--- src/rtl/core/lmr_pkg.sv ---
`timescale 1ns / 1ps
// Shared types, constants and codes for the lossy message ring.
// Used by every module of the block but lmr_ram; depends on nothing.
package lmr_pkg;

   localparam int SLOT_COUNT  = 16;
   localparam int SLOT_WORDS  = 8;
   localparam int TIME_BITS   = 48;
   localparam int QUEUE_DEPTH = 4;

   localparam int LOG2_MAX    = $clog2(SLOT_COUNT + 1) - 1;
   localparam int SLOT_W      = $clog2(SLOT_COUNT);
   localparam int PHYS_COUNT  = SLOT_COUNT + 1;
   localparam int PHYS_W      = $clog2(PHYS_COUNT);
   localparam int WCNT_W      = $clog2(SLOT_WORDS + 1);
   localparam int RAM_DEPTH   = PHYS_COUNT * SLOT_WORDS;
   localparam int RAM_AW      = $clog2(RAM_DEPTH);
   localparam int CAP_BYTES   = 8 * SLOT_WORDS;
   localparam int QPTR_W      = $clog2(QUEUE_DEPTH);
   localparam int QCNT_W      = $clog2(QUEUE_DEPTH + 1);

   localparam logic [2:0]  SLOT_LOG2_RESET = 3'd4;
   localparam logic [6:0]  MAX_BYTES_RESET = 7'd64;
   localparam logic [31:0] TIMEOUT_RESET   = 32'd250000000;

   localparam logic [1:0] CSR_SLOT_LOG2 = 2'd0;
   localparam logic [1:0] CSR_MAX_BYTES = 2'd1;
   localparam logic [1:0] CSR_TIMEOUT   = 2'd2;

   typedef enum logic {
      OP_WRITE = 1'b0,
      OP_READ  = 1'b1
   } op_type;

   typedef enum logic [2:0] {
      ST_OK        = 3'd0,
      ST_EMPTY     = 3'd1,
      ST_TOO_LARGE = 3'd2,
      ST_BAD_LEN   = 3'd3,
      ST_SHORT     = 3'd4
   } status_type;

   typedef struct packed {
      logic [2:0]  slot_log2;
      logic [6:0]  max_bytes;
      logic [31:0] timeout;
   } cfg_type;

   typedef struct packed {
      status_type          status;
      logic [6:0]          bytes;
      logic [31:0]         pend;
      logic [PHYS_W-1:0]   phys;
      logic [WCNT_W-1:0]   nwords;
      logic [WCNT_W-1:0]   have;
   } cmd_type;

   typedef struct packed {
      status_type  status;
      logic [63:0] word;
      logic [6:0]  bytes;
      logic [31:0] pend;
      logic        last;
   } rsp_item_type;

   typedef struct packed {
      logic              en;
      logic [RAM_AW-1:0] addr;
      logic [63:0]       data;
   } ram_wr_type;

   typedef struct packed {
      logic              en;
      logic [RAM_AW-1:0] addr;
   } ram_rd_type;

endpackage

--- src/rtl/core/lmr_queue.sv ---
`timescale 1ns / 1ps
// Short command queue between the front and back parts of the ring.
// Depends on lmr_pkg.
module lmr_queue (
   input  logic             clock,
   input  logic             reset,
   input  logic             push,
   input  lmr_pkg::cmd_type push_cmd,
   output logic             full,
   input  logic             pop,
   output logic             valid,
   output lmr_pkg::cmd_type head
);
   import lmr_pkg::*;

   cmd_type           mem_ff [QUEUE_DEPTH];
   logic [QPTR_W-1:0] wr_ptr_ff, wr_ptr_in, rd_ptr_ff, rd_ptr_in;
   logic [QCNT_W-1:0] count_ff, count_in;

   always_comb begin
      full      = count_ff == QCNT_W'(QUEUE_DEPTH);
      valid     = count_ff != '0;
      head      = mem_ff[rd_ptr_ff];
      wr_ptr_in = wr_ptr_ff;
      rd_ptr_in = rd_ptr_ff;
      if (push) begin
         wr_ptr_in = (wr_ptr_ff == QPTR_W'(QUEUE_DEPTH - 1)) ? '0 : QPTR_W'(wr_ptr_ff + 1'b1);
      end
      if (pop) begin
         rd_ptr_in = (rd_ptr_ff == QPTR_W'(QUEUE_DEPTH - 1)) ? '0 : QPTR_W'(rd_ptr_ff + 1'b1);
      end
      count_in = QCNT_W'(count_ff + QCNT_W'(push) - QCNT_W'(pop));
   end

   always_ff @(posedge clock) begin
      if (reset) begin
         wr_ptr_ff <= '0;
         rd_ptr_ff <= '0;
         count_ff  <= '0;
      end else begin
         wr_ptr_ff <= wr_ptr_in;
         rd_ptr_ff <= rd_ptr_in;
         count_ff  <= count_in;
      end
   end

   always_ff @(posedge clock) begin
      if (push) begin
         mem_ff[wr_ptr_ff] <= push_cmd;
      end
   end
endmodule

--- config.mk ---
export PLATFORM = sky130hd
export DESIGN_NAME = lmr_queue
export DESIGN_NICKNAME = d
export VERILOG_FILES = /design/src/rtl/core/lmr_pkg.sv /design/src/rtl/core/lmr_queue.sv
export SDC_FILE = /design/constraint.sdc
export NUM_CORES = 1
export LEC_CHECK = 0
export BUFFER_PORTS_ARGS = -buffer_cell sky130_fd_sc_hd__buf_2
export CORE_UTILIZATION = 50
export CTS_BUF_LIST = sky130_fd_sc_hd__clkbuf_2
export DETAILED_ROUTE_END_ITERATION = 12
export PLACE_DENSITY = 0.74
export SETUP_SLACK_MARGIN = 0.05
export SYNTH_ARGS = -nofsm -noshare
export SYNTH_HDL_FRONTEND = slang
export SYNTH_SLANG_ARGS = --single-unit
--- constraint.sdc ---
create_clock -name clock -period 2.42 [get_ports clock]
set_clock_uncertainty 0.05 [all_clocks]
set_input_delay 0.242 -clock clock [delete_from_list [all_inputs] [get_ports clock]]
set_output_delay 0.242 -clock clock [all_outputs]
set_load 0.01 [all_outputs]
==> flow_summary.json <==
{
  "startpoint_type": "flip-flop",
  "drcViolationCount": 0,
  "powerDensity_nw_per_um2": 721.5,
  "fmax_mhz": 410.8,
  "place_hpwl_mm": 8.808,
  "die_h_um": 132.1,
  "clkSlewWorstSetupHoldPaths_ps": 100,
  "port_buffers": 115,
  "yosys_warnings": 0,
  "final_cell_mix": "edfxtp_1 (220), buf_2 (84), clkbuf_2 (72), dlygate4sd3_1 (59), mux4_2 (55)",
  "clock_sinks": 229,
  "p_leak_nw": 3.795,
  "cp_common_cell": "buf_12",
  "fin_nets": 639,
  "grt_pass1_vias": 4820,
  "wire_per_inst_um": 18.71,
  "first_iter_violations": 271,
  "syn-num-nets": 397,
  "fp-row-count": 47,
  "mostFrequentLayoutCell": "edfxtp_1",
  "htree_levels": 2,
  "ys_types": 21,
  "regToRegSetupSlack_ps": 580,
  "wirelength_mm": 15.38,
  "start_util_pct": 51.20,
  "pin_count": 116,
  "drive_gt1_share_pct": 45.51,
  "cpPeakStageDelay_ps": 510,
  "relSlewSlack_pct": 71.11,
  "layout-area-overhead-vs-synth_pct": 26.15,
  "power_mw": 7.700,
  "final_cell_area_um2": 10670,
  "worstPathRequired_ps": 2130,
  "die_w_um": 132.1,
  "cts_tree": "yes",
  "critical_path.cell_chain": "buf_12 > buf_12 > mux4_2 > buf_6",
  "clkLatencyLatePin_ps": 760,
  "gp_congestion": 0.7298,
  "ir_worst_vdd_v": 0.0003874,
  "drt-pass1-iter-count": 4,
  "crit_cells": 4,
  "clockRootBuffer": "clkbuf_2",
  "timing.final.crit_share_pct": 100.6,
  "r2r_cells": 7,
  "postPlaceCellArea_um2": 9333,
  "cp-end-kind": "primary output",
  "antenna_found_initial": 0,
  "path_class": "flip-flop to primary output",
  "rsz0062_at_grt": "true",
  "final.min_clock_period_ps": 2435,
  "viasPerCell": 5.109,
  "grt_first_pass_wirelength_mm": 24.72,
  "diodes": 0,
  "numCtsBuffers": 55,
  "cpMaxStageDelayCell": "mux4_2",
  "setup_ws_ps": -14.52,
  "fill_cells": 1162,
  "tightest_slew_ps": 433.4,
  "setup_viol": 10,
  "syn_area_per_cell_um2": 25.64,
  "critical-path-top-delay-family": "multiplexers",
  "fin_util_pct": 64.59,
  "vias": 4200,
  "ctsLongestPathBuffers": 3,
  "syn_inst": 330,
  "core-area_um2": 16520,
  "hp-class": "primary input to flip-flop",
  "status": "complete, but fails checks",
  "grt-ovfl-total": 0,
  "seq_area_frac_synth_pct": 80.21,
  "fin_cells": 822,
  "failed_checks": "setup timing",
  "timing_max_transition_violations_final": 0,
  "die_area_um2": 17450,
  "drv_cap": 0,
  "cp.arrival_ps": 2140,
  "grt_max_degree": 56,
  "antenna_left": 0,
  "crit_buf_inv": 3,
  "worstHoldPathCells": 2,
  "cp_max_fo": 7,
  "grt_usage_pct": 18.79,
  "ys_ff_latch": 229,
  "place_inst": 661,
  "syn_area_um2": 8461,
  "hold_viol_final": 0
}
[routing by layer]
layer  track usage (%)  wire [um]  vias up
met5                 0          0        -
met4             8.140        229        0
met3             4.806        837       20
met2             32.10       8092      122
met1             22.78       6220     2155
li1                  -          -     1903
[layout make-up]
cell class                 instances  area (um^2)  area share, %
tap                              220        275.3          2.579
inverter                           6        22.52         0.2110
clock buffer                      72        360.3          3.376
sequential                       229         6792          63.63
multi-input combinational         83         1501          14.07
clock inverter                    15        57.56         0.5393
timing repair buffer             197         1664          15.59
[stage by stage]
step / worst slack (ps) / setup TNS, ps / hold slack, ps
after global placement: 576.9 / 0 / 401.9
after detailed placement: 570.9 / 0 / 407.9
after CTS: -135.7 / -4760 / 79.46
after global routing: -144.0 / -5933 / 98.36
after floorplan: 109.5 / 0 / 261.1
final: -14.52 / -80.29 / 164.3
[synth_stat cells, drive strengths merged]
master  number  share of area (%)
edfxtp     220                 78
mux4        55                 15
buf         11                1.6
dfxtp        9                2.1
ha           7                1.0
inv          6               0.27
and2         4               0.30
nor2         3               0.13
a21oi        2               0.12
mux2i        2               0.24
nand2b       2               0.15
nor2b        2               0.15
or3b         2               0.21
and3         1              0.074
clkbuf       1              0.059
fa           1               0.24
or3          1              0.074
xor3         1               0.28
[state kept, by name, indices dropped and copies added (netlist names), named ones only]
register	flops
count_ff	3
mem_ff	220
rd_ptr_ff	2
wr_ptr_ff	2
[worst register-to-register path: stages, from the launching register on]
cell and delay [ps]:
dfxtp_1 360, inv_1 60, ha_1 270, inv_1 40, ha_1 180, fa_1 360
xor3_1 380, nor2_1 40
[path summary, 6_finish.rpt]
path                     start            end
setup reg to reg   count_ff[0]    count_ff[2]
setup / recovery     flip-flop       head[19]
hold / removal    push_cmd[20]  mem_ff[1][20]
hold reg to reg   rd_ptr_ff[0]      flip-flop
[timing repair]
item                                    CTS  global route
resized for setup                        20            23
endpoints found under the hold margin   238             0
endpoints found under the setup margin   55            55
setup buffers                            10             5
hold buffers                             59             0
[power breakdown]
part	switching, mW	internal (mW)
clock network	1.36	0.793
registers	0.0500	4.52
logic	0.433	0.545
total	1.85	5.85
[cells by family (layout without fill, tap and decap cells)]
group / count (synthesis) / count (layout) / share of synthesized area (%)
DFF: 229 / 229 / 80.21
muxes: 57 / 57 / 15.10
buffers and inverters: 18 / 290 / 1.937
and+or+nand+nor: 15 / 15 / 1.080
adders and majority gates: 8 / 8 / 1.272
AOI/OAI and AO/OA: 2 / 2 / 0.1183
xor gates and xnor gates: 1 / 1 / 0.2809
Note: power is estimated with default switching activity, not from simulation.
