--- src/rtl/core/lmr_pkg.sv ---
`timescale 1ns / 1ps
// Shared types, constants and codes for the lossy message ring.
// Used by every module of the block but lmr_ram; depends on nothing.
package lmr_pkg;

   localparam int SLOT_COUNT  = 16;
   localparam int SLOT_WORDS  = 8;
   localparam int TIME_BITS   = 48;
   localparam int QUEUE_DEPTH = 4;

   localparam int LOG2_MAX    = $clog2(SLOT_COUNT + 1) - 1;
   localparam int SLOT_W      = $clog2(SLOT_COUNT);
   localparam int PHYS_COUNT  = SLOT_COUNT + 1;
   localparam int PHYS_W      = $clog2(PHYS_COUNT);
   localparam int WCNT_W      = $clog2(SLOT_WORDS + 1);
   localparam int RAM_DEPTH   = PHYS_COUNT * SLOT_WORDS;
   localparam int RAM_AW      = $clog2(RAM_DEPTH);
   localparam int CAP_BYTES   = 8 * SLOT_WORDS;
   localparam int QPTR_W      = $clog2(QUEUE_DEPTH);
   localparam int QCNT_W      = $clog2(QUEUE_DEPTH + 1);

   localparam logic [2:0]  SLOT_LOG2_RESET = 3'd4;
   localparam logic [6:0]  MAX_BYTES_RESET = 7'd64;
   localparam logic [31:0] TIMEOUT_RESET   = 32'd250000000;

   localparam logic [1:0] CSR_SLOT_LOG2 = 2'd0;
   localparam logic [1:0] CSR_MAX_BYTES = 2'd1;
   localparam logic [1:0] CSR_TIMEOUT   = 2'd2;

   typedef enum logic {
      OP_WRITE = 1'b0,
      OP_READ  = 1'b1
   } op_type;

   typedef enum logic [2:0] {
      ST_OK        = 3'd0,
      ST_EMPTY     = 3'd1,
      ST_TOO_LARGE = 3'd2,
      ST_BAD_LEN   = 3'd3,
      ST_SHORT     = 3'd4
   } status_type;

   typedef struct packed {
      logic [2:0]  slot_log2;
      logic [6:0]  max_bytes;
      logic [31:0] timeout;
   } cfg_type;

   typedef struct packed {
      status_type          status;
      logic [6:0]          bytes;
      logic [31:0]         pend;
      logic [PHYS_W-1:0]   phys;
      logic [WCNT_W-1:0]   nwords;
      logic [WCNT_W-1:0]   have;
   } cmd_type;

   typedef struct packed {
      status_type  status;
      logic [63:0] word;
      logic [6:0]  bytes;
      logic [31:0] pend;
      logic        last;
   } rsp_item_type;

   typedef struct packed {
      logic              en;
      logic [RAM_AW-1:0] addr;
      logic [63:0]       data;
   } ram_wr_type;

   typedef struct packed {
      logic              en;
      logic [RAM_AW-1:0] addr;
   } ram_rd_type;

endpackage

--- src/rtl/core/lmr_back.sv ---
`timescale 1ns / 1ps
// Back part: walks queued commands, reads payload words from the RAM and
// delivers result items through a two-entry output buffer. Uses lmr_pkg.
module lmr_back (
   input  logic                clock,
   input  logic                reset,
   input  logic                q_valid,
   input  lmr_pkg::cmd_type    q_head,
   output logic                q_pop,
   output lmr_pkg::ram_rd_type ram_rd,
   input  logic [63:0]         ram_rd_data,
   output logic                rsp_valid,
   input  logic                rsp_stall,
   output logic [2:0]          rsp_status,
   output logic [63:0]         rsp_out_word,
   output logic [6:0]          rsp_out_bytes,
   output logic [31:0]         rsp_pending,
   output logic                rsp_last_result
);
   import lmr_pkg::*;

   logic [WCNT_W-1:0] idx_ff, idx_in;
   logic              infl_ff;
   logic [1:0]        occ_ff, occ_in;
   rsp_item_type      meta_ff, meta_in, head_ff, head_in, skid_ff, skid_in, arriving;
   logic              keep_ff, keep_in;
   logic [2:0]        part_ff, part_in;
   logic              pop, issue, last_issue, space_ok;
   logic [63:0]       masked;

   always_comb begin
      pop        = rsp_valid && !rsp_stall;
      space_ok   = (3'(occ_ff) + 3'(infl_ff)) <= (3'd1 + 3'(pop));
      issue      = q_valid && space_ok;
      last_issue = (q_head.nwords == '0) || (idx_ff == WCNT_W'(q_head.nwords - 1'b1));
      q_pop      = issue && last_issue;
      idx_in     = idx_ff;
      if (issue) begin
         idx_in = last_issue ? '0 : WCNT_W'(idx_ff + 1'b1);
      end
      ram_rd.en   = issue && q_head.nwords != '0;
      ram_rd.addr = RAM_AW'(RAM_AW'(q_head.phys) * RAM_AW'(SLOT_WORDS) + RAM_AW'(idx_ff));

      meta_in.status = q_head.status;
      meta_in.word   = '0;
      meta_in.bytes  = q_head.bytes;
      meta_in.pend   = q_head.pend;
      meta_in.last   = last_issue;
      // words past the stored count were never sent and read as zero
      keep_in = (q_head.nwords != '0) && (idx_ff < q_head.have);
      part_in = last_issue ? q_head.bytes[2:0] : 3'd0;
   end

   always_comb begin
      for (int b = 0; b < 8; b++) begin
         masked[8*b +: 8] = (part_ff == 3'd0 || 3'(b) < part_ff) ? ram_rd_data[8*b +: 8] : 8'd0;
      end
      arriving      = meta_ff;
      arriving.word = keep_ff ? masked : '0;
   end

   always_comb begin
      head_in = head_ff;
      skid_in = skid_ff;
      priority if (pop && occ_ff == 2'd2) begin
         head_in = skid_ff;
         if (infl_ff) begin
            skid_in = arriving;
         end
      end else if (infl_ff && (occ_ff == 2'd0 || (pop && occ_ff == 2'd1))) begin
         head_in = arriving;
      end else if (infl_ff && occ_ff == 2'd1) begin
         skid_in = arriving;
      end else begin
         head_in = head_ff;
      end
      occ_in = 2'(occ_ff + 2'(infl_ff) - 2'(pop));
   end

   always_ff @(posedge clock) begin
      if (reset) begin
         idx_ff  <= '0;
         infl_ff <= 1'b0;
         occ_ff  <= '0;
      end else begin
         idx_ff  <= idx_in;
         infl_ff <= issue;
         occ_ff  <= occ_in;
      end
   end

   always_ff @(posedge clock) begin
      if (issue) begin
         meta_ff <= meta_in;
         keep_ff <= keep_in;
         part_ff <= part_in;
      end
      head_ff <= head_in;
      skid_ff <= skid_in;
   end

   assign rsp_valid       = occ_ff != 2'd0;
   assign rsp_status      = head_ff.status;
   assign rsp_out_word    = head_ff.word;
   assign rsp_out_bytes   = head_ff.bytes;
   assign rsp_pending     = head_ff.pend;
   assign rsp_last_result = head_ff.last;

   a_occ_range: assert property (@(posedge clock) disable iff (reset)
      occ_ff != 2'd3)
      else $error("output buffer over capacity");

   a_arrival_room: assert property (@(posedge clock) disable iff (reset)
      infl_ff && occ_ff == 2'd2 |-> pop)
      else $error("item arrived with output buffer full");
endmodule

--- config.mk ---
export PLATFORM = sky130hd
export DESIGN_NAME = lmr_back
export DESIGN_NICKNAME = d
export VERILOG_FILES = /design/src/rtl/core/lmr_pkg.sv /design/src/rtl/core/lmr_back.sv
export SDC_FILE = /design/constraint.sdc
export NUM_CORES = 1
export LEC_CHECK = 0
export BUFFER_PORTS_ARGS = -buffer_cell sky130_fd_sc_hd__buf_2
export CAP_MARGIN = 10
export CORE_MARGIN = 1.5
export CORE_UTILIZATION = 46
export CTS_CLUSTER_SIZE = 28
export DETAILED_ROUTE_END_ITERATION = 10
export GPL_TIMING_DRIVEN = 0
export PLACE_DENSITY_LB_ADDON = 0.1
export REMOVE_ABC_BUFFERS = 1
export SETUP_SLACK_MARGIN = 0.2
export SKIP_CTS_REPAIR_TIMING = 1
export SLEW_MARGIN = 15
export SYNTH_ARGS = -nofsm -noshare
export SYNTH_HDL_FRONTEND = slang
export SYNTH_SLANG_ARGS = --single-unit
export TNS_END_PERCENT = 20
--- constraint.sdc ---
create_clock -name clock -period 12.8 [get_ports clock]
set_input_delay 2.56 -clock clock [delete_from_list [all_inputs] [get_ports clock]]
set_output_delay 2.56 -clock clock [all_outputs]
set_load 0.01 [all_outputs]
==> flow_summary.yaml <==
status:
  status: "finished clean"
drt:
  totalWireLength_um: 20800
  drt_iter0_drc: 376
  dr.pass1.iters: 4
  antenna_left: 0
  vias: 5969
  wl_per_cell_um: 17.0
  vias_per_cell: 4.88
  drt_drc_violations_left: 0
setup_path:
  crit_chain: "buf_2 -> nand2b_1 -> inv_1 -> fa_1 -> o311a_1 -> a31oi_2 -> inv_2 -> buf_12 -> and2_1 -> buf_2"
  start_kind: "primary input"
  slowest_stage: "fa_1"
  worstPathMaxFanout: 29
  slowest_delay_ns: 0.42
  crit_top_cell: "buf_2"
  worst_ep_required_time_ns: 10.24
  end_kind: "output port"
  r2r_slack_ns: 9.83
  critPathArrivalTime_ns: 4.97
  path_class: "primary input to output port"
synth:
  synth_edf_count: 261
  synth_most_common_cell: "edfxtp_1"
  ys.flop_type: "edfxtp_1"
  yosysWarnings: 0
  synthArstFlopShare: 0
  netlist_top_cells_count: "edfxtp_1, nand2_1, and2_1"
  yosys.area.top_type: "edfxtp_1"
  syn_area_per_cell_um2: 16.1
  synth_cells: 659
  synth_area_leaders: "edfxtp_1, mux2_4, nand2_1"
  synth.ff_latch_count: 268
  synth.cell_area_um2: 10600
  synthDistinctLibCells: 44
  yosys.area.top_type_share: 0.737
  seq_area_frac_synth: 0.751
timing:
  worst_pin_slew_ns: 0.717
  setup_viol: 0
  drv_slew: 0
  min_period_over_period: 0.588
  layout_min_cycle_time_ns: 7.53
  rsz0062_at_grt: "no"
  finalSetupTns_ns: 0
  finClkSkew_ns: 0.00924
  slew_headroom: 0.521
  fmax_mhz: 133
  finalHoldViolations: 0
clock_tree:
  clock_path_buffers: 3
  clk_pin_slew_ns: 0.06
  cts.sinks: 268
  cts_tree: "done"
  cts_buffers: 28
  cts_root_buf: "clkbuf_16"
  h-tree-depth: 1
  clk-insertion-delay-late_ns: 0.53
die:
  ios: 241
  placementRows: 55
  start_util: 0.469
  chipHeight_um: 155
  die_area_um2: 24000
  die_w_um: 155
  core-area_um2: 22600
global_route:
  grt_pass1_wl_um: 32500
  grtUsageTotal: 0.173
  grt_overflow: 0
  grt_antenna_before_repair: 2
  grt_pass1_vias: 6016
  grt_start_max_net_pins: 54
run:
  cap_viol_max_count: 0
placed_design:
  port-buffer-count: 240
  routabilityCongestion: 0.767
  dp_cells: 1172
  hpwl_um: 13900
pwr:
  power.leakage_nw: 5.51
  peakVddDrop_mv: 0.140
  power_density_nw_per_um2: 207
cells_and_area:
  fin_nets: 1052
  area_growth_pct: 24.6
  drive_gt1_frac: 0.386
  fillers: 1817
  n_antenna_cell: 0
  stdcell_count: 1223
worst_hold_path:
  hp-class: "register to register"
-- report_power, final --
group	total (mW)	leakage, nW	internal [mW]	switching, mW
clock network	0.832	0.477	0.508	0.324
logic	0.597	2.53	0.257	0.340
registers	1.32	2.50	1.25	0.0695
total	2.75	5.51	2.01	0.734
-- critical path: cells and delay by family --
| kind | cells | cell delay (ns) |
|---|---|---|
| AO/OA/AOI/OAI | 2 | 0.69 |
| adder cells (fa/ha/maj) | 1 | 0.42 |
| buffers and inverters | 5 | 0.97 |
| AND/OR/NAND/NOR | 2 | 0.32 |
-- per-layer routing --
layer  GRT usage  wire length, um
met1       0.226             8820
met2       0.284             9940
met3      0.0479             1600
met4      0.0527              449
met5           0               28
-- kinds of logic (layout without fill, tap and decap cells) --
logic type               count (synthesis)  count (layout)  synth area share
AND/OR/NAND/NOR                        256             256             0.112
multiplexers                            56              56            0.0770
adder cells (fa/ha/maj)                 12              12            0.0148
AO/OA/AOI/OAI                           23              23            0.0185
flip-flops                             268             268             0.751
XOR/XNOR                                10              10           0.00953
buffers and inverters                   34             313            0.0173
-- path summary, 6_finish.rpt --
path,cells past startpoint,end,startpoint
setup / recovery,10,q_pop,rsp_stall
hold / removal,0,skid_ff[17]$_DFFE_PP_,arriving[17]$_DFFE_PP_
setup reg to reg,10,idx_ff[2]$_SDFFE_PP0P_,occ_ff[1]$_SDFF_PP0_
hold reg to reg,0,skid_ff[17]$_DFFE_PP_,arriving[17]$_DFFE_PP_
-- per-stage QoR --
step | cell area [um^2] | power, mW | hold WS, ns | setup slack [ns] | util
finish | 13200 | 2.75 | 0.443 | 5.27 | 0.585
global placement | 12000 | 1.91 | 0.432 | 2.50 | 0.532
detailed placement | 12300 | 1.95 | 0.431 | 5.25 | 0.543
global route | 13200 | 2.89 | 0.455 | 5.02 | 0.585
floorplan | 10500 | 1.70 | 0.426 | 5.13 | -
CTS | 13200 | 2.79 | 0.447 | 5.24 | 0.585
-- cells in the final DEF, fill, tap and decap left out, types with 2 or more instances in the layout --
master / count
xor2_1: 4
ha_1: 11
o21ai_0: 2
clkinv_1: 4
a31oi_1: 2
buf_12: 2
inv_1: 11
clkbuf_16: 29
buf_16: 5
nand2b_1: 3
xnor2_1: 5
and2_1: 68
nand3_1: 5
o2111ai_1: 5
clkbuf_1: 3
a21o_1: 2
nand2_1: 159
bufinv_16: 4
edfxtp_1: 261
buf_8: 3
nor3b_1: 2
o21a_1: 2
clkinv_2: 8
mux2_2: 5
a21oi_4: 2
clkbuf_8: 3
mux2_4: 50
buf_2: 240
nor2_1: 8
dfxtp_1: 7
-- flip-flops by register name, indices dropped and copies added, names as in the netlist --
register / flops
idx_ff: 4
rsp_pending: 32
infl_ff: 1
rsp_last_result: 1
part_ff: 3
arriving: 43
keep_ff: 1
rsp_status: 3
rsp_out_word: 64
occ_ff: 2
rsp_out_bytes: 7
skid_ff: 107
-- layout make-up --
type / instances / area [um^2] / area share
Clock inverter: 16 / 175 / 0.0132
Inverter: 12 / 45.0 / 0.00340
Sequential cell: 268 / 7980 / 0.602
Tap cell: 285 / 357 / 0.0269
Timing Repair Buffer: 250 / 1420 / 0.108
Clock buffer: 35 / 778 / 0.0588
Multi-Input combinational cell: 357 / 2490 / 0.188
Power figures use the tool's default switching activity.
