[src/rtl/core/lmr_pkg.sv]
`timescale 1ns / 1ps
// Shared types, constants and codes for the lossy message ring.
// Used by every module of the block but lmr_ram; depends on nothing.
package lmr_pkg;

   localparam int SLOT_COUNT  = 16;
   localparam int SLOT_WORDS  = 8;
   localparam int TIME_BITS   = 48;
   localparam int QUEUE_DEPTH = 4;

   localparam int LOG2_MAX    = $clog2(SLOT_COUNT + 1) - 1;
   localparam int SLOT_W      = $clog2(SLOT_COUNT);
   localparam int PHYS_COUNT  = SLOT_COUNT + 1;
   localparam int PHYS_W      = $clog2(PHYS_COUNT);
   localparam int WCNT_W      = $clog2(SLOT_WORDS + 1);
   localparam int RAM_DEPTH   = PHYS_COUNT * SLOT_WORDS;
   localparam int RAM_AW      = $clog2(RAM_DEPTH);
   localparam int CAP_BYTES   = 8 * SLOT_WORDS;
   localparam int QPTR_W      = $clog2(QUEUE_DEPTH);
   localparam int QCNT_W      = $clog2(QUEUE_DEPTH + 1);

   localparam logic [2:0]  SLOT_LOG2_RESET = 3'd4;
   localparam logic [6:0]  MAX_BYTES_RESET = 7'd64;
   localparam logic [31:0] TIMEOUT_RESET   = 32'd250000000;

   localparam logic [1:0] CSR_SLOT_LOG2 = 2'd0;
   localparam logic [1:0] CSR_MAX_BYTES = 2'd1;
   localparam logic [1:0] CSR_TIMEOUT   = 2'd2;

   typedef enum logic {
      OP_WRITE = 1'b0,
      OP_READ  = 1'b1
   } op_type;

   typedef enum logic [2:0] {
      ST_OK        = 3'd0,
      ST_EMPTY     = 3'd1,
      ST_TOO_LARGE = 3'd2,
      ST_BAD_LEN   = 3'd3,
      ST_SHORT     = 3'd4
   } status_type;

   typedef struct packed {
      logic [2:0]  slot_log2;
      logic [6:0]  max_bytes;
      logic [31:0] timeout;
   } cfg_type;

   typedef struct packed {
      status_type          status;
      logic [6:0]          bytes;
      logic [31:0]         pend;
      logic [PHYS_W-1:0]   phys;
      logic [WCNT_W-1:0]   nwords;
      logic [WCNT_W-1:0]   have;
   } cmd_type;

   typedef struct packed {
      status_type  status;
      logic [63:0] word;
      logic [6:0]  bytes;
      logic [31:0] pend;
      logic        last;
   } rsp_item_type;

   typedef struct packed {
      logic              en;
      logic [RAM_AW-1:0] addr;
      logic [63:0]       data;
   } ram_wr_type;

   typedef struct packed {
      logic              en;
      logic [RAM_AW-1:0] addr;
   } ram_rd_type;

endpackage

[src/rtl/core/lmr_front.sv]
`timescale 1ns / 1ps
// Front part: accepts items, fills the spare buffer, commits messages and
// decides each read; pushes one command per result-bearing item. Uses lmr_pkg.
module lmr_front (
   input  logic                clock,
   input  logic                reset,
   input  lmr_pkg::cfg_type    cfg,
   input  logic                req_valid,
   output logic                req_stall,
   input  logic                req_opcode,
   input  logic [63:0]         req_data_word,
   input  logic                req_last_word,
   input  logic [9:0]          req_byte_count,
   input  logic [47:0]         req_time_now,
   output logic                q_push,
   output lmr_pkg::cmd_type    q_cmd,
   input  logic                q_full,
   input  logic                buf_release,
   output lmr_pkg::ram_wr_type ram_wr
);
   import lmr_pkg::*;

   logic [31:0]          wr_idx_ff, wr_idx_in, rd_idx_ff, rd_idx_in;
   logic [TIME_BITS-1:0] commit_time_ff, commit_time_in, read_time_ff, read_time_in;
   logic [WCNT_W-1:0]    fill_pos_ff, fill_pos_in;
   logic                 fill_ovf_ff, fill_ovf_in;
   logic [PHYS_W-1:0]    spare_ff, spare_in;
   logic [QCNT_W-1:0]    read_cnt_ff, read_cnt_in;
   logic [PHYS_W-1:0]    map_ff [SLOT_COUNT];
   logic [6:0]           len_ff [SLOT_COUNT];
   logic [WCNT_W-1:0]    have_ff [SLOT_COUNT];

   logic                 accept, is_write, pos_ok, ovf_now, wr_ok, commit;
   logic                 stale, caught_up;
   logic [WCNT_W-1:0]    pos_next, len_words, slot_have;
   logic [3:0]           eff_log2;
   logic [31:0]          ring_mask, ring_half, lag, rd_sel;
   logic [9:0]           max_bytes;
   logic [TIME_BITS-1:0] now, delta;
   logic [SLOT_W-1:0]    slot;
   logic [PHYS_W-1:0]    slot_phys;
   logic [6:0]           slot_len;

   always_comb begin
      is_write  = req_opcode == OP_WRITE;
      req_stall = q_full || (is_write && read_cnt_ff != '0);
      accept    = req_valid && !req_stall;
      now       = TIME_BITS'(req_time_now);
      eff_log2  = (4'(cfg.slot_log2) < 4'(LOG2_MAX)) ? 4'(cfg.slot_log2) : 4'(LOG2_MAX);
      ring_mask = (32'd1 << eff_log2) - 32'd1;
      ring_half = (32'd1 << eff_log2) >> 1;
      max_bytes = (10'(cfg.max_bytes) < 10'(CAP_BYTES)) ? 10'(cfg.max_bytes) : 10'(CAP_BYTES);
      caught_up = rd_idx_ff == wr_idx_ff;
      lag       = wr_idx_ff - rd_idx_ff;
      delta     = commit_time_ff - read_time_ff;
      stale     = !delta[TIME_BITS-1] && (delta > TIME_BITS'(cfg.timeout));
      rd_sel    = (lag > ring_half || stale) ? wr_idx_ff - 32'd1 : rd_idx_ff;
      slot      = SLOT_W'((is_write ? wr_idx_ff : rd_sel) & ring_mask);
      slot_phys = map_ff[slot];
      slot_len  = len_ff[slot];
      slot_have = have_ff[slot];
      len_words = WCNT_W'({1'b0, slot_len[6:3]} + 5'(|slot_len[2:0]));
      pos_ok    = fill_pos_ff < WCNT_W'(SLOT_WORDS);
      pos_next  = pos_ok ? WCNT_W'(fill_pos_ff + 1'b1) : fill_pos_ff;
      ovf_now   = fill_ovf_ff || !pos_ok;
      wr_ok     = !ovf_now && (req_byte_count <= max_bytes);
      commit    = accept && is_write && req_last_word && wr_ok;
   end

   always_comb begin
      ram_wr.en   = accept && is_write && pos_ok;
      ram_wr.addr = RAM_AW'(RAM_AW'(spare_ff) * RAM_AW'(SLOT_WORDS) + RAM_AW'(fill_pos_ff));
      ram_wr.data = req_data_word;
   end

   always_comb begin
      q_push       = accept && (!is_write || req_last_word);
      q_cmd.status = ST_OK;
      q_cmd.bytes  = '0;
      q_cmd.pend   = '0;
      q_cmd.phys   = slot_phys;
      q_cmd.nwords = '0;
      q_cmd.have   = slot_have;
      priority if (is_write) begin
         if (wr_ok) begin
            q_cmd.bytes = req_byte_count[6:0];
         end else begin
            q_cmd.status = ST_TOO_LARGE;
         end
      end else if (caught_up) begin
         q_cmd.status = ST_EMPTY;
      end else begin
         q_cmd.pend = wr_idx_ff - rd_sel - 32'd1;
         priority if (10'(slot_len) > max_bytes) begin
            q_cmd.status = ST_BAD_LEN;
         end else if (req_byte_count < 10'(slot_len)) begin
            q_cmd.status = ST_SHORT;
            q_cmd.bytes  = slot_len;
         end else begin
            q_cmd.bytes  = slot_len;
            q_cmd.nwords = len_words;
         end
      end
   end

   always_comb begin
      wr_idx_in      = wr_idx_ff;
      rd_idx_in      = rd_idx_ff;
      commit_time_in = commit_time_ff;
      read_time_in   = read_time_ff;
      fill_pos_in    = fill_pos_ff;
      fill_ovf_in    = fill_ovf_ff;
      spare_in       = spare_ff;
      if (accept) begin
         if (is_write) begin
            fill_pos_in = pos_next;
            fill_ovf_in = ovf_now;
            if (req_last_word) begin
               fill_pos_in = '0;
               fill_ovf_in = 1'b0;
            end
            if (commit) begin
               wr_idx_in      = wr_idx_ff + 32'd1;
               commit_time_in = now;
               spare_in       = slot_phys;
            end
         end else begin
            read_time_in = now;
            if (!caught_up) begin
               rd_idx_in = rd_sel + 32'd1;
            end
         end
      end
      read_cnt_in = QCNT_W'(read_cnt_ff + QCNT_W'(q_push && q_cmd.nwords != '0)
                            - QCNT_W'(buf_release));
   end

   always_ff @(posedge clock) begin
      if (reset) begin
         wr_idx_ff      <= '0;
         rd_idx_ff      <= '0;
         commit_time_ff <= '0;
         read_time_ff   <= '0;
         fill_pos_ff    <= '0;
         fill_ovf_ff    <= 1'b0;
         spare_ff       <= PHYS_W'(SLOT_COUNT);
         read_cnt_ff    <= '0;
      end else begin
         wr_idx_ff      <= wr_idx_in;
         rd_idx_ff      <= rd_idx_in;
         commit_time_ff <= commit_time_in;
         read_time_ff   <= read_time_in;
         fill_pos_ff    <= fill_pos_in;
         fill_ovf_ff    <= fill_ovf_in;
         spare_ff       <= spare_in;
         read_cnt_ff    <= read_cnt_in;
      end
   end

   // slot to buffer map starts as identity, buffer SLOT_COUNT is the spare
   always_ff @(posedge clock) begin
      if (reset) begin
         for (int i = 0; i < SLOT_COUNT; i++) begin
            map_ff[i] <= PHYS_W'(i);
         end
      end else if (commit) begin
         map_ff[slot] <= spare_ff;
      end
   end

   always_ff @(posedge clock) begin
      if (commit) begin
         len_ff[slot]  <= req_byte_count[6:0];
         have_ff[slot] <= pos_next;
      end
   end

   a_read_cnt_range: assert property (@(posedge clock) disable iff (reset)
      read_cnt_ff <= QCNT_W'(QUEUE_DEPTH))
      else $error("outstanding read count above queue depth");

   a_release_counted: assert property (@(posedge clock) disable iff (reset)
      buf_release |-> read_cnt_ff != '0)
      else $error("buffer released with no read outstanding");

   a_commit_swap: assert property (@(posedge clock) disable iff (reset)
      commit |=> (map_ff[$past(slot)] == $past(spare_ff)) && (spare_ff != $past(spare_ff)))
      else $error("commit did not swap spare buffer into slot");
endmodule

[config.mk]
export PLATFORM = sky130hd
export DESIGN_NAME = lmr_front
export DESIGN_NICKNAME = d
export VERILOG_FILES = /design/src/rtl/core/lmr_pkg.sv /design/src/rtl/core/lmr_front.sv
export SDC_FILE = /design/constraint.sdc
export NUM_CORES = 1
export LEC_CHECK = 0
export BUFFER_PORTS_ARGS = -buffer_cell sky130_fd_sc_hd__buf_2
export CORE_ASPECT_RATIO = 1.4
export CORE_MARGIN = 8
export CORE_UTILIZATION = 30
export CTS_CLUSTER_SIZE = 14
export DETAILED_ROUTE_END_ITERATION = 12
export PLACE_DENSITY = 0.52
export SKIP_LAST_GASP = 1
export SYNTH_ARGS = -nofsm -noshare
export SYNTH_HDL_FRONTEND = slang
export SYNTH_SLANG_ARGS = --single-unit
export TNS_END_PERCENT = 50
[constraint.sdc]
create_clock -name clock -period 29.4 [get_ports clock]
set_clock_uncertainty 0.2 [all_clocks]
set_input_delay 0 -clock clock [delete_from_list [all_inputs] [get_ports clock]]
set_output_delay 0 -clock clock [all_outputs]
set_load 0.1 [all_outputs]
==> impl_results.md, run 1 <==
* Run status: completed
* Area Growth Syn to Fin at 16.9%
* Worst-Margin Slew at 1.15 ns
* Fin area at 0.0330 mm2
* Hold Fails Final Rpt at 0
* DRT Pass-1 Iters at 5
* CP max stage cell: buf_4
* Largest net degree at the start of global routing at 94
* Mapped Area at 0.0282 mm2
* Post-placement cell area at 0.0297 mm2
* Clock sink count at 429
* Layout cells sized above 1 at 11.0%
* Chip height at 379 um
* Peak fanout along the critical path at 71
* Worst-case clock buffer depth at 3
* Synthesis warning total at 0
* Power Density at 51.0 mW/mm2
* Most used cell, CP: o21ai_0
* Largest family of logic cells by synthesized area: simple AND/OR/NAND/NOR gates
* Worst-Skew Late Latency at 0.61 ns
* Max Cap Violations at 0
* Multi-input logic area at 0.0154 mm2
* Dpl ws at 17.77 ns
* Max_slew headroom at 23.2%
* CTS Buf Count at 47
* Post-synth EDFFs at 256
* HP Class: in -> reg
* Clock slew seen by the registers of the worst setup and hold paths at 0.06 ns
* Post-CTS Setup Repair Bufs at 0
* Crit path largest cell delay at 0.81 ns
* Worst setup EP type: primary output
* Initial antenna violation count at 8
* Post-Synth Adder-Cell Area at 8.18%
* Number of I/O pins at 301
* Die area at 0.104 mm2
* Setup TNS Final at 0 ns
* Fillers at 9639
* Fin nets at 3700
* CTS tree: done
* Synthesized instance count at 3148
* GRT overflow at 0
* Simple-gate share of the synthesized area at 19.4%
* Leading cell type in the layout, fill and taps excluded: nand2_1
* Final Max Tran Viols at 0
* Num rows at 133
* Commonest non-fill, non-tap cells in the layout: 418 x nand2_1, 256 x edfxtp_1, 251 x a21oi_1, 230 x nor2_1, 178 x ha_1
* Yosys reg bits at 429
* Final WS setup at 17.66 ns
* Unique masters post-synth at 81
* Die X-Extent at 275 um
* Number of global-route vias before repair at 23300
* Fin util at 35.2%
* Shortest period the worst path allows at 11.74 ns
* Syn Area/Cell at 8.96 um2
* LEAKAGE at 13.2 nW
* Post-synthesis mux area share at 7.02%
* Starting Density at 30.1%
* Worst setup path class: reg -> out
* Arrival time of the worst setup path at 11.54 ns
* Routed length per instance at 19.3 um
* H-tree levels at 2
* First-pass GRT wire length at 134000 um
* WP data required at 29.20 ns
* DRT Wirelength at 88900 um
* XOR/XNOR share of the synthesized area at 5.19%
* Total GRT Usage at 16.4%
* CTS Root Cell: clkbuf_16
* IR drop worst, VDD at 0.0000432 V
* FF/Latch Area at 0.0112 mm2
* Vias post-DR at 23400
* Peak Freq at 0.0852 GHz
* Critical Path Source Type: register
* Drt initial violations at 1172
* ANT nets after route at 0
* Post-DP HPWL at 64000 um
* RD Place Congestion at 0.895
* Vias per std cell at 5.07
* Synth async-reset ratio at 0%
* Sequential share of the synthesized area at 39.6%
* PortBufs at 172
* Part of the cycle the worst path needs at 39.9%
* RSZ-0062 raised after global routing: no
* DRC at 0
* Setup violators final at 0
* Synth Area in Compound Gates at 14.6%
* CORE AREA at 0.0935 mm2
* Synth Flop Type: edfxtp_1
power by group:
group | switching (mW) | internal [mW]
combinational | 0.292 | 0.148
clock | 0.263 | 0.326
sequential | 0.00643 | 0.645
total | 0.561 | 1.12
final cells by class:
cell class / count / share of cell area (%)
flip-flops and latches: 429 / 33.8
clock inverters: 30 / 0.790
clock buffers: 58 / 3.82
repair buffers: 363 / 8.26
diodes: 6 / 0.0456
multi-input cells: 2342 / 46.8
well taps: 1215 / 4.61
inverters: 164 / 1.87
cell families after synthesis:
logic type | count (synthesis)
xor+xnor | 167
simple gates | 1146
flops | 429
other cells | 1
buf+inv | 379
fa+ha+maj | 182
compound gates | 652
mux | 192
worst paths after layout:
check / from / endpoint / slack (ns) / depth (start not counted)
worst min-delay path: req_time_now[0] / commit_time_ff[0] / 0.07 / 4
worst max register to register: read_time_ff[12] / read_cnt_ff[2] / 17.72 / 46
worst max-delay path: read_time_ff[12] / q_cmd[7] / 17.66 / 39
worst min register to register: read_time_ff[45] / read_time_ff[45] / 0.25 / 2
stage by stage:
stage | hold slack [ns] | std cells | total power [mW]
finish | 0.0656 | 4607 | 1.68
global placement | -0.199 | 4345 | 1.05
CTS | 0.0127 | 4601 | 1.70
global route | 0.0440 | 4603 | 1.76
detailed placement | -0.199 | 4345 | 1.05
floorplan | -0.101 | 3150 | 0.983
flip-flops by register name (all words and copies together) (netlist names):
signal and count:
fill_ovf_ff 1, commit_time_ff 48, wr_idx_ff 32, read_cnt_ff 3, rd_idx_ff 32, spare_ff 5, read_time_ff 48, map_ff 80
have_ff 64, len_ff 112, fill_pos_ff 4
critical path: cells and delay by family, from the launching register on:
family,cells,cell delay [ns]
simple gates,14,3.64
compound gates,14,3.18
buf+inv,6,2.05
fa+ha+maj,3,1.01
mux,1,0.41
flops,1,0.33
xor+xnor,1,0.20
what timing repair did:
action,4_1_cts,5_1_grt
gates resized for setup,0,0
hold buffers,168,0
endpoints found under the hold margin,338,0
routing by layer:
layer / GRT usage (%) / share of wire [%]
met3: 2.54 / 4.6
met4: 5.88 / 3.3
met5: 0 / 0.063
met2: 30.3 / 51
met1: 18.8 / 41
synthesized netlist by cell type, types with 9 or more instances:
library cell / count / area share [%]
or3_1: 20 / 0.44
xor2_1: 82 / 2.5
buf_4: 69 / 1.8
o21ai_0: 104 / 1.8
nor3b_1: 9 / 0.24
a21o_1: 35 / 0.93
and2_1: 70 / 1.6
nand3b_1: 12 / 0.32
nand3_1: 66 / 1.2
inv_1: 164 / 2.2
or4_1: 11 / 0.29
o21a_1: 22 / 0.59
nor2_1: 245 / 3.3
nor2b_1: 25 / 0.55
buf_2: 18 / 0.32
o2111ai_1: 9 / 0.28
nor4_1: 19 / 0.42
xnor2_1: 85 / 2.6
nand2b_1: 56 / 1.2
a31oi_1: 16 / 0.36
a221oi_1: 9 / 0.28
nor3_1: 74 / 1.3
nand4_1: 41 / 0.91
a21oi_1: 251 / 4.5
nand2_1: 419 / 5.6
a211oi_1: 51 / 1.4
ha_1: 178 / 7.9
mux2_2: 41 / 1.6
dfxtp_1: 173 / 12
o211ai_1: 34 / 0.91
or2_2: 25 / 0.55
edfxtp_1: 256 / 27
o21bai_1: 18 / 0.48
and3_1: 26 / 0.58
clkbuf_1: 119 / 1.6
mux2i_1: 150 / 5.3
Note: power is estimated with default switching activity, not from simulation.
==> inputs of run 2 (changes only) <==
PLACE_DENSITY = 0.54   (was 0.52)
clock period = 10.8 ns   (was 29.4 ns; I/O delays follow)
==> run 2 against run 1 <==
  * Clock-buffer cell count increased by 2
  * Sequential cell count unchanged
  * Design area increased by 1.6%
  * Hold slack got worse by 0.031 ns
  * Setup slack got worse by 17 ns
  * First-iteration DRC count increased by 13%
  * Die area unchanged
  * Sequential share of layout area decreased by 0.53 points
  * Sequential power increased to 2.7 times the previous value
  * Combinational power increased to 2.8 times the previous value
  * Non-clock buffer count increased by 20
  * Critical endpoint is now q_cmd[43]
  * Highest routed layer unchanged
==> impl_results.md, run 2 (synthesis gave the netlist of run 1 again) <==
* Commonest non-fill, non-tap cells in the layout: 418 x nand2_1, 256 x edfxtp_1, 248 x a21oi_1, 240 x nor2_1, 176 x ha_1
* Worst-Margin Slew at 1.11 ns
* Max FFs per register at 112
* Layout cells sized above 1 at 11.9%
* HP Class: in -> reg
* Drt initial violations at 1327
* Power Density at 138 mW/mm2
* CTS tree: done
* Worst setup path class: reg -> out
* Part of the cycle the worst path needs at 95.0%
* Hold WS at 0.0348 ns
* Total power at 4.63 mW
* Routed length per instance at 19.4 um
* Clock sink count at 429
* Reg-to-Reg Start: read_time_ff[4]
* Final Max Tran Viols at 0
* CP max stage cell: or4_1
* PortBufs at 172
* Vias post-DR at 23400
* Worst hold path stage count at 4
* Reg2reg end: read_cnt_ff[2]
* ANT nets after route at 0
* Shortest period the worst path allows at 10.26 ns
* CTS Buf Count at 47
* WP data required at 10.60 ns
* Max_slew headroom at 26.2%
* Crit path largest cell delay at 0.45 ns
* Starting Density at 30.1%
* R2R depth at 45
* LEAKAGE at 13.4 nW
* IR drop worst, VDD at 0.000100 V
* Num rows at 133
* Largest registers: len_ff x112, map_ff x80, have_ff x64
* Setup violators final at 0
* Total GRT Usage at 16.5%
* Worst-Skew Late Latency at 0.60 ns
* DRT Pass-1 Iters at 5
* RD Place Congestion at 0.910
* Peak fanout along the critical path at 5
* Fin area at 0.0335 mm2
* Peak Freq at 0.0974 GHz
* Vias per std cell at 5.06
* Fin util at 35.8%
* Clock slew seen by the registers of the worst setup and hold paths at 0.06 ns
* Fillers at 9622
* Hold EP: commit_time_ff[43]
* First-pass GRT wire length at 135000 um
* DRC at 0
* Die X-Extent at 275 um
* Chip height at 379 um
* Area Growth Syn to Fin at 18.8%
* Arrival time of the worst setup path at 10.06 ns
* Leading cell type in the layout, fill and taps excluded: nand2_1
* Post-DP HPWL at 65100 um
* Run status: completed
* Hold Fails Final Rpt at 0
* Setup TNS Final at 0 ns
* Worst setup EP type: primary output
* Hold_sp: req_time_now[43]
* CORE AREA at 0.0935 mm2
* Number of I/O pins at 301
* Critical Path Source Type: register
* Number of global-route vias before repair at 23500
* Post-placement cell area at 0.0302 mm2
* Initial antenna violation count at 6
* Fin nets at 3720
* H-tree levels at 2
* Max Cap Violations at 0
* Most flops, register: len_ff
* Reg2reg setup slack at 0.81 ns
* Worst-case clock buffer depth at 3
* DRT Wirelength at 89500 um
* GRT overflow at 0
* Largest net degree at the start of global routing at 73
* Die area at 0.104 mm2
* CTS Root Cell: clkbuf_16
-- run 2: cell types whose count changed in the layout (fill, tap and decap cells not counted), sizes merged --
cell / before / now
clkinv: 16 / 17
inv: 168 / 165
diode: 6 / 4
bufinv: 2 / 3
clkbuf: 58 / 60
clkinvlp: 8 / 4
buf: 195 / 226
dlygate4sd3: 168 / 157
-- run 2: worst max path at each step --
stage               slack (ns)        endpoint  cells after the start         startpoint
global route             -0.02       q_cmd[43]                     44   read_time_ff[15]
global placement          0.57  read_cnt_ff[2]                     46  commit_time_ff[0]
detailed placement        0.46  read_cnt_ff[2]                     46  commit_time_ff[0]
finish                    0.54       q_cmd[43]                     43    read_time_ff[4]
floorplan                 0.49       q_cmd[43]                     47   read_time_ff[12]
CTS                       0.03       q_cmd[43]                     42   read_time_ff[12]
-- run 2: per-layer routing --
layer,share of wire [%],track usage [%]
met5,0.030,0
met4,3.4,6.07
met3,4.7,2.44
met2,51,30.5
met1,41,19.0
-- run 2: repair_timing --
item,4_1_cts,5_1_grt
gates resized for setup,2,30
cloned,0,0
setup endpoints to repair,1,27
pin swaps,0,4
buffers inserted,0,3
hold endpoints to repair,314,0
hold buffers,157,0
-- run 2: area by class of cell --
| cell class | count | area [um2] | share of cell area (%) |
|---|---|---|---|
| multi-input combinational | 2342 | 15500 | 46.2 |
| sequential | 429 | 11200 | 33.3 |
| timing repair buffer | 383 | 3170 | 9.47 |
| tap | 1215 | 1520 | 4.54 |
| clock buffer | 60 | 1310 | 3.91 |
| inverter | 164 | 616 | 1.84 |
| clock inverter | 25 | 224 | 0.669 |
| antenna | 4 | 10.0 | 0.0299 |
-- run 2: power breakdown --
group | leakage [nW] | switching, mW | total (mW) | internal [mW]
Clock | 0.742 | 0.689 | 1.62 | 0.928
Combinational | 9.02 | 0.806 | 1.24 | 0.438
Sequential | 3.66 | 0.0175 | 1.77 | 1.75
Total | 13.4 | 1.51 | 4.63 | 3.12
-- run 2: metrics by stage --
stage | instances | worst slack (ns)
after detailed placement | 4373 | 0.455
after global placement | 4373 | 0.574
after CTS | 4615 | 0.0255
final | 4622 | 0.537
after global routing | 4618 | -0.0168
after floorplan | 3150 | 0.490
-- run 2: worst max-delay path: cells and delay by family, from the launching register on --
| family | cells | cell delay (ns) |
|---|---|---|
| AOI/OAI and AO/OA | 27 | 5.70 |
| and+or+nand+nor | 6 | 1.34 |
| adders and majority gates | 4 | 1.26 |
| buffers and inverters | 4 | 0.51 |
| DFF | 1 | 0.33 |
| xor gates and xnor gates | 2 | 0.32 |
